<file path="config.mk">
export PLATFORM = sky130hd
export DESIGN_NAME = cga_rle_image_decoder
export DESIGN_NICKNAME = d
export VERILOG_FILES = /design/src/design/cgard_pkg.sv /design/src/design/cgard_ctrl.sv /design/src/design/cgard_dp.sv /design/src/design/cga_rle_image_decoder.sv
export SDC_FILE = /design/constraint.sdc
export NUM_CORES = 1
export LEC_CHECK = 0
export BUFFER_PORTS_ARGS = -buffer_cell sky130_fd_sc_hd__buf_4
export CORE_MARGIN = 3
export CORE_UTILIZATION = 55
export CTS_CLUSTER_SIZE = 40
export DETAILED_ROUTE_END_ITERATION = 16
export GPL_TIMING_DRIVEN = 0
export PLACE_DENSITY = 0.74
export RECOVER_POWER = 50
export SETUP_SLACK_MARGIN = 0.05
export SKIP_CTS_REPAIR_TIMING = 1
export SLEW_MARGIN = 5
export SYNTH_ARGS = -nofsm -noshare
export SYNTH_HDL_FRONTEND = slang
export SYNTH_SLANG_ARGS = --single-unit
</file>
<file path="constraint.sdc">
create_clock -name clk -period 10.5 [get_ports clk]
set_input_delay 1.575 -clock clk [delete_from_list [all_inputs] [get_ports clk]]
set_output_delay 1.575 -clock clk [all_outputs]
set_load 0.1 [all_outputs]
</file>
<file path="src/design/cgard_pkg.sv">
// cgard_pkg: shared constants, result codes and controller/datapath bundles
// for the cga rle image decoder; no dependencies
`default_nettype none

package cgard_pkg;

  // geometry limits
  localparam int MAX_ROW_BYTES = 128;
  localparam int MIN_ROW_BYTES = 8;
  localparam int MAX_ROWS      = 512;

  // stream header layout
  localparam int HDR_LEN     = 5;
  localparam int MAX_MARKERS = 4;

  // field widths
  localparam int BYTE_W     = 8;
  localparam int ROW_BYTES_W = 8;
  localparam int ROW_CNT_W  = 10;
  localparam int COL_W      = 7;
  localparam int HDR_W      = 3;
  localparam int MCNT_W     = 3;
  localparam int SLOT_W     = 16;
  localparam int RUN_W      = 8;
  localparam int PAIR_W     = 6;
  localparam int STATUS_W   = 2;
  localparam int CFG_IDX_W  = 1;
  localparam int CFG_DATA_W = 10;

  // register reset values
  localparam logic [ROW_BYTES_W-1:0] ROW_BYTES_RESET = 8'd80;
  localparam logic [ROW_CNT_W-1:0]   ROW_CNT_RESET   = 10'd200;

  // configuration register indexes
  localparam logic [CFG_IDX_W-1:0] CFG_ROW_BYTES = 1'd0;
  localparam logic [CFG_IDX_W-1:0] CFG_ROW_COUNT = 1'd1;

  // result status codes
  localparam logic [STATUS_W-1:0] ST_SEGMENT  = 2'd0;
  localparam logic [STATUS_W-1:0] ST_CORRUPT  = 2'd1;
  localparam logic [STATUS_W-1:0] ST_FINISHED = 2'd2;

  // what the controller does after taking an item
  localparam logic [1:0] ACT_IDLE = 2'd0;
  localparam logic [1:0] ACT_RUN  = 2'd1;
  localparam logic [1:0] ACT_STAT = 2'd2;

  typedef struct packed {
    logic load;      // input item taken this cycle
    logic step;      // advance the run by one segment
    logic stat;      // status result goes out this cycle
    logic out_load;  // output register takes a new result
  } cmd_t;

  typedef struct packed {
    logic [1:0] next_act;   // decoded from the offered item
    logic       step_emit;  // the pending step writes a segment
    logic       step_done;  // the pending step ends the run
    logic       end_flag;   // the item being worked on ends the stream
  } sts_t;

endpackage

`default_nettype wire

</file>
<file path="src/design/cgard_ctrl.sv">
// cgard_ctrl: handshake and sequencing state machine of the decoder
// depends on cgard_pkg
`default_nettype none

module cgard_ctrl (
  input  wire logic          clk,
  input  wire logic          rst_n,
  input  wire logic          in_valid,
  output logic               in_ready,
  output logic               out_valid,
  input  wire logic          out_ready,
  input  cgard_pkg::sts_t    sts,
  output cgard_pkg::cmd_t    cmd
);

  localparam logic [1:0] S_IDLE = 2'd0;
  localparam logic [1:0] S_RUN  = 2'd1;
  localparam logic [1:0] S_STAT = 2'd2;

  logic [1:0] state_r, state_nxt;
  logic       out_valid_r, out_valid_nxt;
  logic       out_free;

  assign out_free  = !out_valid_r || out_ready;
  assign in_ready  = (state_r == S_IDLE);
  assign out_valid = out_valid_r;

  always_comb begin
    cmd.load     = in_valid && (state_r == S_IDLE);
    cmd.step     = (state_r == S_RUN) && (!sts.step_emit || out_free);
    cmd.stat     = (state_r == S_STAT) && out_free;
    cmd.out_load = (cmd.step && sts.step_emit) || cmd.stat;
  end

  always_comb begin
    state_nxt = state_r;
    unique case (state_r)
      S_IDLE: begin
        if (cmd.load) begin
          unique case (sts.next_act)
            cgard_pkg::ACT_RUN:  state_nxt = S_RUN;
            cgard_pkg::ACT_STAT: state_nxt = S_STAT;
            default:             state_nxt = S_IDLE;
          endcase
        end
      end
      S_RUN: begin
        if (cmd.step && sts.step_done) begin
          state_nxt = sts.end_flag ? S_STAT : S_IDLE;
        end
      end
      S_STAT: begin
        if (cmd.stat) begin
          state_nxt = S_IDLE;
        end
      end
      default: state_nxt = S_IDLE;
    endcase
  end

  always_comb begin
    if (cmd.out_load) begin
      out_valid_nxt = 1'b1;
    end else if (out_ready) begin
      out_valid_nxt = 1'b0;
    end else begin
      out_valid_nxt = out_valid_r;
    end
  end

  always_ff @(posedge clk) begin
    if (!rst_n) begin
      state_r     <= S_IDLE;
      out_valid_r <= 1'b0;
    end else begin
      state_r     <= state_nxt;
      out_valid_r <= out_valid_nxt;
    end
  end

endmodule

`default_nettype wire

</file>
<file path="src/design/cgard_dp.sv">
// cgard_dp: decoder datapath (registers, header and marker store, run
// segmenter, slot address and output register); depends on cgard_pkg
`default_nettype none

module cgard_dp (
  input  wire logic                              clk,
  input  wire logic                              rst_n,
  input  wire logic                              cfg_valid,
  input  wire logic [cgard_pkg::CFG_IDX_W-1:0]   cfg_index,
  input  wire logic [cgard_pkg::CFG_DATA_W-1:0]  cfg_data,
  input  wire logic [cgard_pkg::BYTE_W-1:0]      in_stream_byte,
  input  wire logic                              in_stream_end,
  input  cgard_pkg::cmd_t                        cmd,
  output cgard_pkg::sts_t                        sts,
  output logic [cgard_pkg::STATUS_W-1:0]         out_status,
  output logic [cgard_pkg::SLOT_W-1:0]           out_first_slot,
  output logic                                   out_backward,
  output logic [cgard_pkg::RUN_W-1:0]            out_run_length,
  output logic [cgard_pkg::PAIR_W-1:0]           out_high_pair,
  output logic [cgard_pkg::PAIR_W-1:0]           out_low_pair,
  output logic                                   out_last_result
);

  localparam int PROD_W = cgard_pkg::ROW_CNT_W + cgard_pkg::ROW_BYTES_W;

  // configuration
  logic [cgard_pkg::ROW_BYTES_W-1:0] row_bytes_r, row_bytes_nxt;
  logic [cgard_pkg::ROW_CNT_W-1:0]   row_count_r, row_count_nxt;

  // stream state
  logic [cgard_pkg::HDR_W-1:0]  hdr_pos_r, hdr_pos_nxt;
  logic [cgard_pkg::MCNT_W-1:0] mcount_r, mcount_nxt;
  logic [cgard_pkg::BYTE_W-1:0] marker_r [cgard_pkg::MAX_MARKERS];
  logic [cgard_pkg::BYTE_W-1:0] marker_nxt [cgard_pkg::MAX_MARKERS];
  logic                         await_r, await_nxt;
  logic [cgard_pkg::BYTE_W-1:0] held_r, held_nxt;
  logic [cgard_pkg::ROW_CNT_W-1:0] row_r, row_nxt;
  logic [cgard_pkg::COL_W-1:0]  col_r, col_nxt;
  logic                         full_r, full_nxt;
  logic                         bad_r, bad_nxt;

  // run in progress
  logic [cgard_pkg::RUN_W-1:0]    n_r, n_nxt;
  logic [cgard_pkg::BYTE_W-1:0]   v_r, v_nxt;
  logic                           lit_r, lit_nxt;
  logic                           end_r, end_nxt;
  logic [cgard_pkg::STATUS_W-1:0] stat_code_r, stat_code_nxt;

  // output register
  logic [cgard_pkg::STATUS_W-1:0] o_status_r;
  logic [cgard_pkg::SLOT_W-1:0]   o_slot_r;
  logic                           o_back_r;
  logic [cgard_pkg::RUN_W-1:0]    o_len_r;
  logic [cgard_pkg::PAIR_W-1:0]   o_hi_r;
  logic [cgard_pkg::PAIR_W-1:0]   o_lo_r;
  logic                           o_last_r;

  logic [cgard_pkg::ROW_BYTES_W-1:0] rb_eff;
  logic [cgard_pkg::ROW_CNT_W-1:0]   rows_eff;

  logic                              wrap_pre, pre_full, wrap_post, full_post;
  logic [cgard_pkg::COL_W-1:0]       c_pre, col_post;
  logic [cgard_pkg::ROW_CNT_W-1:0]   r_pre, r_post;
  logic [cgard_pkg::ROW_BYTES_W-1:0] rem, col_sum, off;
  logic [cgard_pkg::RUN_W-1:0]       seg, n_left;
  logic [PROD_W-1:0]                 prod, slot_sum;
  logic                              match, done, hdr_err, rearm;
  logic [cgard_pkg::HDR_W-1:0]       pos_m1;

  // saturated geometry
  always_comb begin
    if (row_bytes_r < cgard_pkg::ROW_BYTES_W'(cgard_pkg::MIN_ROW_BYTES)) begin
      rb_eff = cgard_pkg::ROW_BYTES_W'(cgard_pkg::MIN_ROW_BYTES);
    end else if (row_bytes_r > cgard_pkg::ROW_BYTES_W'(cgard_pkg::MAX_ROW_BYTES)) begin
      rb_eff = cgard_pkg::ROW_BYTES_W'(cgard_pkg::MAX_ROW_BYTES);
    end else begin
      rb_eff = row_bytes_r;
    end
    if (row_count_r == '0) begin
      rows_eff = cgard_pkg::ROW_CNT_W'(1);
    end else if (row_count_r > cgard_pkg::ROW_CNT_W'(cgard_pkg::MAX_ROWS)) begin
      rows_eff = cgard_pkg::ROW_CNT_W'(cgard_pkg::MAX_ROWS);
    end else begin
      rows_eff = row_count_r;
    end
  end

  // one segment of the current run: at most up to the end of the row
  always_comb begin
    // column may sit past the row end if the width shrank
    wrap_pre  = {1'b0, col_r} >= rb_eff;
    c_pre     = wrap_pre ? '0 : col_r;
    r_pre     = wrap_pre ? row_r + 1'b1 : row_r;
    pre_full  = r_pre >= rows_eff;
    rem       = rb_eff - {1'b0, c_pre};
    seg       = (rem < n_r) ? rem : n_r;
    col_sum   = {1'b0, c_pre} + seg;
    wrap_post = col_sum >= rb_eff;
    r_post    = wrap_post ? r_pre + 1'b1 : r_pre;
    full_post = wrap_post && (r_post >= rows_eff);
    col_post  = wrap_post ? '0 : col_sum[cgard_pkg::COL_W-1:0];
    n_left    = n_r - seg;
    done      = pre_full || (n_left == '0) || full_post;
    // odd rows run right to left
    off       = r_pre[0] ? (rb_eff - 1'b1 - {1'b0, c_pre}) : {1'b0, c_pre};
    prod      = {{cgard_pkg::ROW_BYTES_W{1'b0}}, r_pre} *
                {{cgard_pkg::ROW_CNT_W{1'b0}}, rb_eff};
    slot_sum  = prod + {{cgard_pkg::ROW_CNT_W{1'b0}}, off};
  end

  always_comb begin
    match = 1'b0;
    for (int k = 0; k < cgard_pkg::MAX_MARKERS; k++) begin
      if ((cgard_pkg::MCNT_W'(k) < mcount_r) && (marker_r[k] == v_r)) begin
        match = 1'b1;
      end
    end
  end

  // decode of the offered item
  assign hdr_err = (hdr_pos_r == '0) &&
                   (in_stream_byte > cgard_pkg::BYTE_W'(cgard_pkg::MAX_MARKERS));

  always_comb begin
    if (bad_r) begin
      sts.next_act = cgard_pkg::ACT_IDLE;
    end else if (hdr_pos_r < cgard_pkg::HDR_W'(cgard_pkg::HDR_LEN)) begin
      sts.next_act = (hdr_err || in_stream_end) ? cgard_pkg::ACT_STAT : cgard_pkg::ACT_IDLE;
    end else if (full_r) begin
      sts.next_act = in_stream_end ? cgard_pkg::ACT_STAT : cgard_pkg::ACT_IDLE;
    end else if (await_r && (in_stream_byte <= cgard_pkg::BYTE_W'(1))) begin
      sts.next_act = in_stream_end ? cgard_pkg::ACT_STAT : cgard_pkg::ACT_IDLE;
    end else begin
      sts.next_act = cgard_pkg::ACT_RUN;
    end
    sts.step_emit = !pre_full;
    sts.step_done = done;
    sts.end_flag  = end_r;
  end

  assign pos_m1 = hdr_pos_r - 1'b1;
  assign rearm  = (cmd.load && bad_r && in_stream_end) || (cmd.stat && end_r);

  always_comb begin
    row_bytes_nxt = row_bytes_r;
    row_count_nxt = row_count_r;
    hdr_pos_nxt   = hdr_pos_r;
    mcount_nxt    = mcount_r;
    marker_nxt    = marker_r;
    await_nxt     = await_r;
    held_nxt      = held_r;
    row_nxt       = row_r;
    col_nxt       = col_r;
    full_nxt      = full_r;
    bad_nxt       = bad_r;
    n_nxt         = n_r;
    v_nxt         = v_r;
    lit_nxt       = lit_r;
    end_nxt       = end_r;
    stat_code_nxt = stat_code_r;

    if (cfg_valid) begin
      unique case (cfg_index)
        cgard_pkg::CFG_ROW_BYTES: row_bytes_nxt = cfg_data[cgard_pkg::ROW_BYTES_W-1:0];
        cgard_pkg::CFG_ROW_COUNT: row_count_nxt = cfg_data;
        default: ;
      endcase
    end

    if (cmd.load && !bad_r) begin
      end_nxt = in_stream_end;
      if (hdr_pos_r < cgard_pkg::HDR_W'(cgard_pkg::HDR_LEN)) begin
        stat_code_nxt = cgard_pkg::ST_CORRUPT;
        if (hdr_pos_r == '0) begin
          mcount_nxt = in_stream_byte[cgard_pkg::MCNT_W-1:0];
          if (hdr_err) begin
            bad_nxt = 1'b1;
          end
        end else begin
          marker_nxt[pos_m1[1:0]] = in_stream_byte;
        end
        hdr_pos_nxt = hdr_pos_r + 1'b1;
      end else begin
        stat_code_nxt = cgard_pkg::ST_FINISHED;
        if (!full_r) begin
          if (await_r) begin
            await_nxt = 1'b0;
            n_nxt     = in_stream_byte - 1'b1;
            v_nxt     = held_r;
            lit_nxt   = 1'b0;
          end else begin
            n_nxt   = cgard_pkg::RUN_W'(1);
            v_nxt   = in_stream_byte;
            lit_nxt = 1'b1;
          end
        end
      end
    end

    if (cmd.step) begin
      if (pre_full) begin
        full_nxt = 1'b1;
        row_nxt  = r_pre;
        col_nxt  = c_pre;
      end else begin
        row_nxt  = r_post;
        col_nxt  = col_post;
        full_nxt = full_post;
        n_nxt    = n_left;
        // a literal that matches a live marker waits for its repeat count
        if (done && lit_r && !full_post && !end_r && match) begin
          await_nxt = 1'b1;
          held_nxt  = v_r;
        end
      end
    end

    if (rearm) begin
      hdr_pos_nxt = '0;
      mcount_nxt  = '0;
      await_nxt   = 1'b0;
      held_nxt    = '0;
      row_nxt     = '0;
      col_nxt     = '0;
      full_nxt    = 1'b0;
      bad_nxt     = 1'b0;
    end
  end

  always_ff @(posedge clk) begin
    if (!rst_n) begin
      row_bytes_r <= cgard_pkg::ROW_BYTES_RESET;
      row_count_r <= cgard_pkg::ROW_CNT_RESET;
      hdr_pos_r   <= '0;
      mcount_r    <= '0;
      await_r     <= 1'b0;
      held_r      <= '0;
      row_r       <= '0;
      col_r       <= '0;
      full_r      <= 1'b0;
      bad_r       <= 1'b0;
    end else begin
      row_bytes_r <= row_bytes_nxt;
      row_count_r <= row_count_nxt;
      hdr_pos_r   <= hdr_pos_nxt;
      mcount_r    <= mcount_nxt;
      await_r     <= await_nxt;
      held_r      <= held_nxt;
      row_r       <= row_nxt;
      col_r       <= col_nxt;
      full_r      <= full_nxt;
      bad_r       <= bad_nxt;
    end
  end

  always_ff @(posedge clk) begin
    marker_r    <= marker_nxt;
    n_r         <= n_nxt;
    v_r         <= v_nxt;
    lit_r       <= lit_nxt;
    end_r       <= end_nxt;
    stat_code_r <= stat_code_nxt;
    if (cmd.out_load) begin
      if (cmd.stat) begin
        o_status_r <= stat_code_r;
        o_slot_r   <= '0;
        o_back_r   <= 1'b0;
        o_len_r    <= '0;
        o_hi_r     <= '0;
        o_lo_r     <= '0;
        o_last_r   <= 1'b1;
      end else begin
        o_status_r <= cgard_pkg::ST_SEGMENT;
        o_slot_r   <= slot_sum[cgard_pkg::SLOT_W-1:0];
        o_back_r   <= r_pre[0];
        o_len_r    <= seg;
        o_hi_r     <= {v_r[7:6], 2'b00, v_r[5:4]};
        o_lo_r     <= {v_r[3:2], 2'b00, v_r[1:0]};
        o_last_r   <= done && !end_r;
      end
    end
  end

  assign out_status      = o_status_r;
  assign out_first_slot  = o_slot_r;
  assign out_backward    = o_back_r;
  assign out_run_length  = o_len_r;
  assign out_high_pair   = o_hi_r;
  assign out_low_pair    = o_lo_r;
  assign out_last_result = o_last_r;

endmodule

`default_nettype wire

</file>
<file path="src/design/cga_rle_image_decoder.sv">
// cga_rle_image_decoder: top level, joins the controller and the datapath
// depends on cgard_pkg, cgard_ctrl, cgard_dp
//
//   channel  direction  handshake              payload
//   in       input      in_valid / in_ready    stream_byte, stream_end
//   out      output     out_valid / out_ready  status, first_slot, backward,
//                                              run_length, high_pair, low_pair,
//                                              last_result
//   cfg      input      cfg_valid / cfg_ready  cfg_index, cfg_data
//
// an item is taken in the idle state; header bytes, bytes after an error, bytes past
// a full frame and repeat counts of zero or one end there. a literal takes one step
// and a longer repeat one step per row segment (at least one); a status result adds a
// step. a result waits in the output register while the next item is taken, and a
// segment or status step stalls while it is held. cfg_ready is always high. synchronous
// reset restores the registers and the stream.
`default_nettype none

module cga_rle_image_decoder (
  input  wire logic                              clk,
  input  wire logic                              rst_n,
  input  wire logic                              in_valid,
  output logic                                   in_ready,
  input  wire logic [cgard_pkg::BYTE_W-1:0]      in_stream_byte,
  input  wire logic                              in_stream_end,
  output logic                                   out_valid,
  input  wire logic                              out_ready,
  output logic [cgard_pkg::STATUS_W-1:0]         out_status,
  output logic [cgard_pkg::SLOT_W-1:0]           out_first_slot,
  output logic                                   out_backward,
  output logic [cgard_pkg::RUN_W-1:0]            out_run_length,
  output logic [cgard_pkg::PAIR_W-1:0]           out_high_pair,
  output logic [cgard_pkg::PAIR_W-1:0]           out_low_pair,
  output logic                                   out_last_result,
  input  wire logic                              cfg_valid,
  output logic                                   cfg_ready,
  input  wire logic [cgard_pkg::CFG_IDX_W-1:0]   cfg_index,
  input  wire logic [cgard_pkg::CFG_DATA_W-1:0]  cfg_data
);

  cgard_pkg::cmd_t cmd;
  cgard_pkg::sts_t sts;

  assign cfg_ready = 1'b1;

  cgard_ctrl u_ctrl (
    .clk       (clk),
    .rst_n     (rst_n),
    .in_valid  (in_valid),
    .in_ready  (in_ready),
    .out_valid (out_valid),
    .out_ready (out_ready),
    .sts       (sts),
    .cmd       (cmd)
  );

  cgard_dp u_dp (
    .clk             (clk),
    .rst_n           (rst_n),
    .cfg_valid       (cfg_valid),
    .cfg_index       (cfg_index),
    .cfg_data        (cfg_data),
    .in_stream_byte  (in_stream_byte),
    .in_stream_end   (in_stream_end),
    .cmd             (cmd),
    .sts             (sts),
    .out_status      (out_status),
    .out_first_slot  (out_first_slot),
    .out_backward    (out_backward),
    .out_run_length  (out_run_length),
    .out_high_pair   (out_high_pair),
    .out_low_pair    (out_low_pair),
    .out_last_result (out_last_result)
  );

endmodule

`default_nettype wire

</file>
==> impl_metrics.toml <==
[cells_and_area]
area_growth_pct = 12.8
diodes = 0
layout_common_cells = "nand2_1, inv_1, ha_1, nor2_1, clkbuf_1"
seqCellArea_mm2 = 0.00367
multiInputGateArea_mm2 = 0.00716
drive_gt1_share_pct = 9.03
final_common_cell = "nand2_1"
fin_util_pct = 63.4
final_cell_area_mm2 = 0.0129
nFillCells = 1748
fin_nets = 1541

[detailed_routing]
ant_nets = 0
totalWireLength_um = 28700
vias = 9439
avgRoutedWirePerCell_um = 17.6
vias_per_cell = 5.78
drt_iter0_markers = 846
drc = 0
dr.pass1.iters = 5

[synth]
postSynthCellCount = 1259
synth_area_mm2 = 0.0114
async_reset_ff_share_pct = 0
synth_ff_type = "edfxtp_1"
yosys_warnings = 0
ys_seq_area_share_pct = 32.0
syn_area_per_cell_um2 = 9.09
synth-edff-count = 80
yosysUniqueCellTypes = 81
ys_ff_latch = 143

[run]
max_cap_viol_count = 0

[clock_network]
h-tree-depth = 4
clk_latency_ps = 440
clock_sinks = 143
cts_buffers = 17
clkSlewWorstSetupHoldPaths_ps = 70
clock-root-buffer = "clkbuf_16"
cts_tree = "built"
cts_max_path_buffers = 2

[sta]
fin_tns_setup_ps = 0
slew_headroom_pct = 20.8
tightestPinTransition_ps = 1190
fin_crit_sh_pct = 95.7
maxSlewViolCount = 0
fmaxAchievable_mhz = 99.5
clock_skew_ps = 16.5
finalHoldViolations = 0
finalCriticalPeriod_ps = 10050
hold_ws_ps = 464
setup_violations = 0

[power_and_ir_drop]
p_int_mw = 1.05
leakage_nw = 5.47
switchingPower_mw = 0.587
clockPowerShare_pct = 38.8
pwr-share-seq_pct = 38.6
p_sw_share_pct = 35.7
combPwrFrac_pct = 22.6
total_power_mw = 1.64
p_per_area_mw_per_mm2 = 127
ir_worst_vdd_mv = 0.114

[setup_path]
reg2reg_slack_ps = 450
worstPathRequired_ps = 10620
reg2reg_from = "u_dp.row_bytes_r[5]"
r2r_end = "u_dp.out_last_result"
endpoint_kind = "flop"
crit_arrival_ps = 10170
critPathKind = "flop to flop"
rr_worst_depth = 48
cp_common_cell = "ha_1"
crit_path_top_delay_cell = "a2111oi_4"
crit_fanout = 10
worst_path_largest_cell_delay_ps = 490
startpoint_type = "flop"

[die]
die_h_um = 150
ios = 68
rows = 52
die_width_um = 150
core_mm2 = 0.0204
dieArea_mm2 = 0.0226
initial_core_util_pct = 56.2

[run_status]
status = "finished, final reports clean"

[placed_design]
port_buffers = 62
place_hpwl_um = 21300
dpl_cell_area_mm2 = 0.0123
finalWeightedCongestion = 0.936

[global_route]
use_met2_pct = 40.8
grt_busiest_layer = "met2"
grt-ovfl-total = 0
grt_first_pass_wirelength_um = 45500
grt.total_usage_pct = 25.6
grt_max_degree = 34
globalRouteMet1Util_pct = 35.1
antenna_found_initial = 0
gr-usage-met3_pct = 4.43
grt_pass1_vias = 8912

[worst_hold_path]
hp-class = "flop to flop"
hp-start = "u_dp.row_bytes_r[0]"
hold_path_end = "u_dp.row_bytes_r[0]"
holdPathStages = 2
cells in the mapped netlist (5+ instances only):
library cell | count | share of area (%)
mux2_2 | 6 | 0.59
a21oi_1 | 65 | 2.8
nor4_1 | 8 | 0.44
o21ai_1 | 9 | 0.39
a21boi_0 | 15 | 0.98
buf_4 | 6 | 0.39
and2_1 | 38 | 2.1
xnor2_1 | 65 | 5.0
o21bai_1 | 7 | 0.46
nand3_1 | 40 | 1.7
nand2_1 | 147 | 4.8
dfxtp_1 | 63 | 11
xor2_1 | 22 | 1.7
o21ai_0 | 45 | 2.0
o21a_1 | 7 | 0.46
inv_1 | 122 | 4.0
clkinv_1 | 5 | 0.16
nand2b_1 | 13 | 0.71
a22oi_1 | 7 | 0.46
a211oi_1 | 7 | 0.46
edfxtp_1 | 80 | 21
nor3_1 | 25 | 1.1
nor2_1 | 100 | 3.3
a21o_1 | 13 | 0.85
nand4_1 | 10 | 0.55
a31oi_1 | 12 | 0.66
o31a_1 | 5 | 0.38
ha_1 | 108 | 12
clkbuf_1 | 41 | 1.3
or3_1 | 7 | 0.38
nor2b_1 | 9 | 0.49
fa_1 | 59 | 10
and3_1 | 11 | 0.60
cell type report:
type | count | area share, %
Inverter | 132 | 3.90
Tap cell | 270 | 2.62
Sequential cell | 143 | 28.4
Buffer | 49 | 1.93
Clock buffer | 17 | 3.29
Multi-Input combinational cell | 934 | 55.5
Clock inverter | 15 | 1.52
Timing Repair Buffer | 72 | 2.86
flip-flops by register name, indices dropped and copies added (netlist names), 8 cells and up:
name	count
u_dp.out_first_slot	16
u_dp.row_r	10
u_dp.marker_r	32
u_dp.row_bytes_r	8
u_dp.out_run_length	8
u_dp.held_r	8
u_dp.n_r	8
u_dp.row_count_r	10
u_dp.v_r	8
cell families after synthesis:
family                   Yosys count  synth area share (%)
AND/OR/NAND/NOR                  432                  18.1
AO/OA/AOI/OAI                    229                  13.0
buffers and inverters            185                  6.52
adder cells (fa/ha/maj)          167                  22.1
flip-flops                       143                  32.0
XOR/XNOR                          91                  7.28
multiplexers                      10                 0.940
other                              2                0.0656
worst max-delay path: cells and delay by family (launching register included):
kind / cells / cell delay [ps]
xor+xnor: 3 / 540
buf+inv: 10 / 1560
flops: 1 / 390
simple gates: 11 / 1850
fa+ha+maj: 7 / 2000
compound gates: 17 / 3350
per-stage QoR:
step / std cells / setup slack (ps)
finish: 1632 / 451
floorplan: 1262 / 553
detailed placement: 1595 / -1890
CTS: 1627 / -1910
global placement: 1594 / -1640
global route: 1632 / -60.9
power by group through the flow:
| stage | sequential (mW) | combinational [mW] | clock [mW] |
|---|---|---|---|
| after floorplan | 0.724 | 0.192 | 0 |
| after global placement | 0.646 | 0.357 | 0 |
| after detailed placement | 0.646 | 0.365 | 0 |
| after CTS | 0.633 | 0.369 | 0.641 |
| after global routing | 0.636 | 0.405 | 0.665 |
| final | 0.633 | 0.372 | 0.637 |
worst max-delay path by stage:
stage	depth (start not counted)	to	slack, ps	from
floorplan	52	u_dp.held_r[2]	550	u_dp.row_bytes_r[6]
CTS	52	u_dp.held_r[5]	-1910	u_dp.row_bytes_r[5]
finish	48	u_dp.out_last_result	450	u_dp.row_bytes_r[5]
detailed placement	52	u_dp.held_r[5]	-1890	u_dp.row_bytes_r[5]
global placement	52	u_dp.held_r[5]	-1640	u_dp.row_bytes_r[5]
global route	49	u_dp.out_last_result	-60	u_dp.row_bytes_r[6]
metal layers:
metal  vias up  routed length [um]
li1       4494                   -
met1      4515               12600
met2       367               13200
met3        63                1980
met4         0                 903
met5         -                   0
No activity file was read; power rests on OpenSTA's default activity.
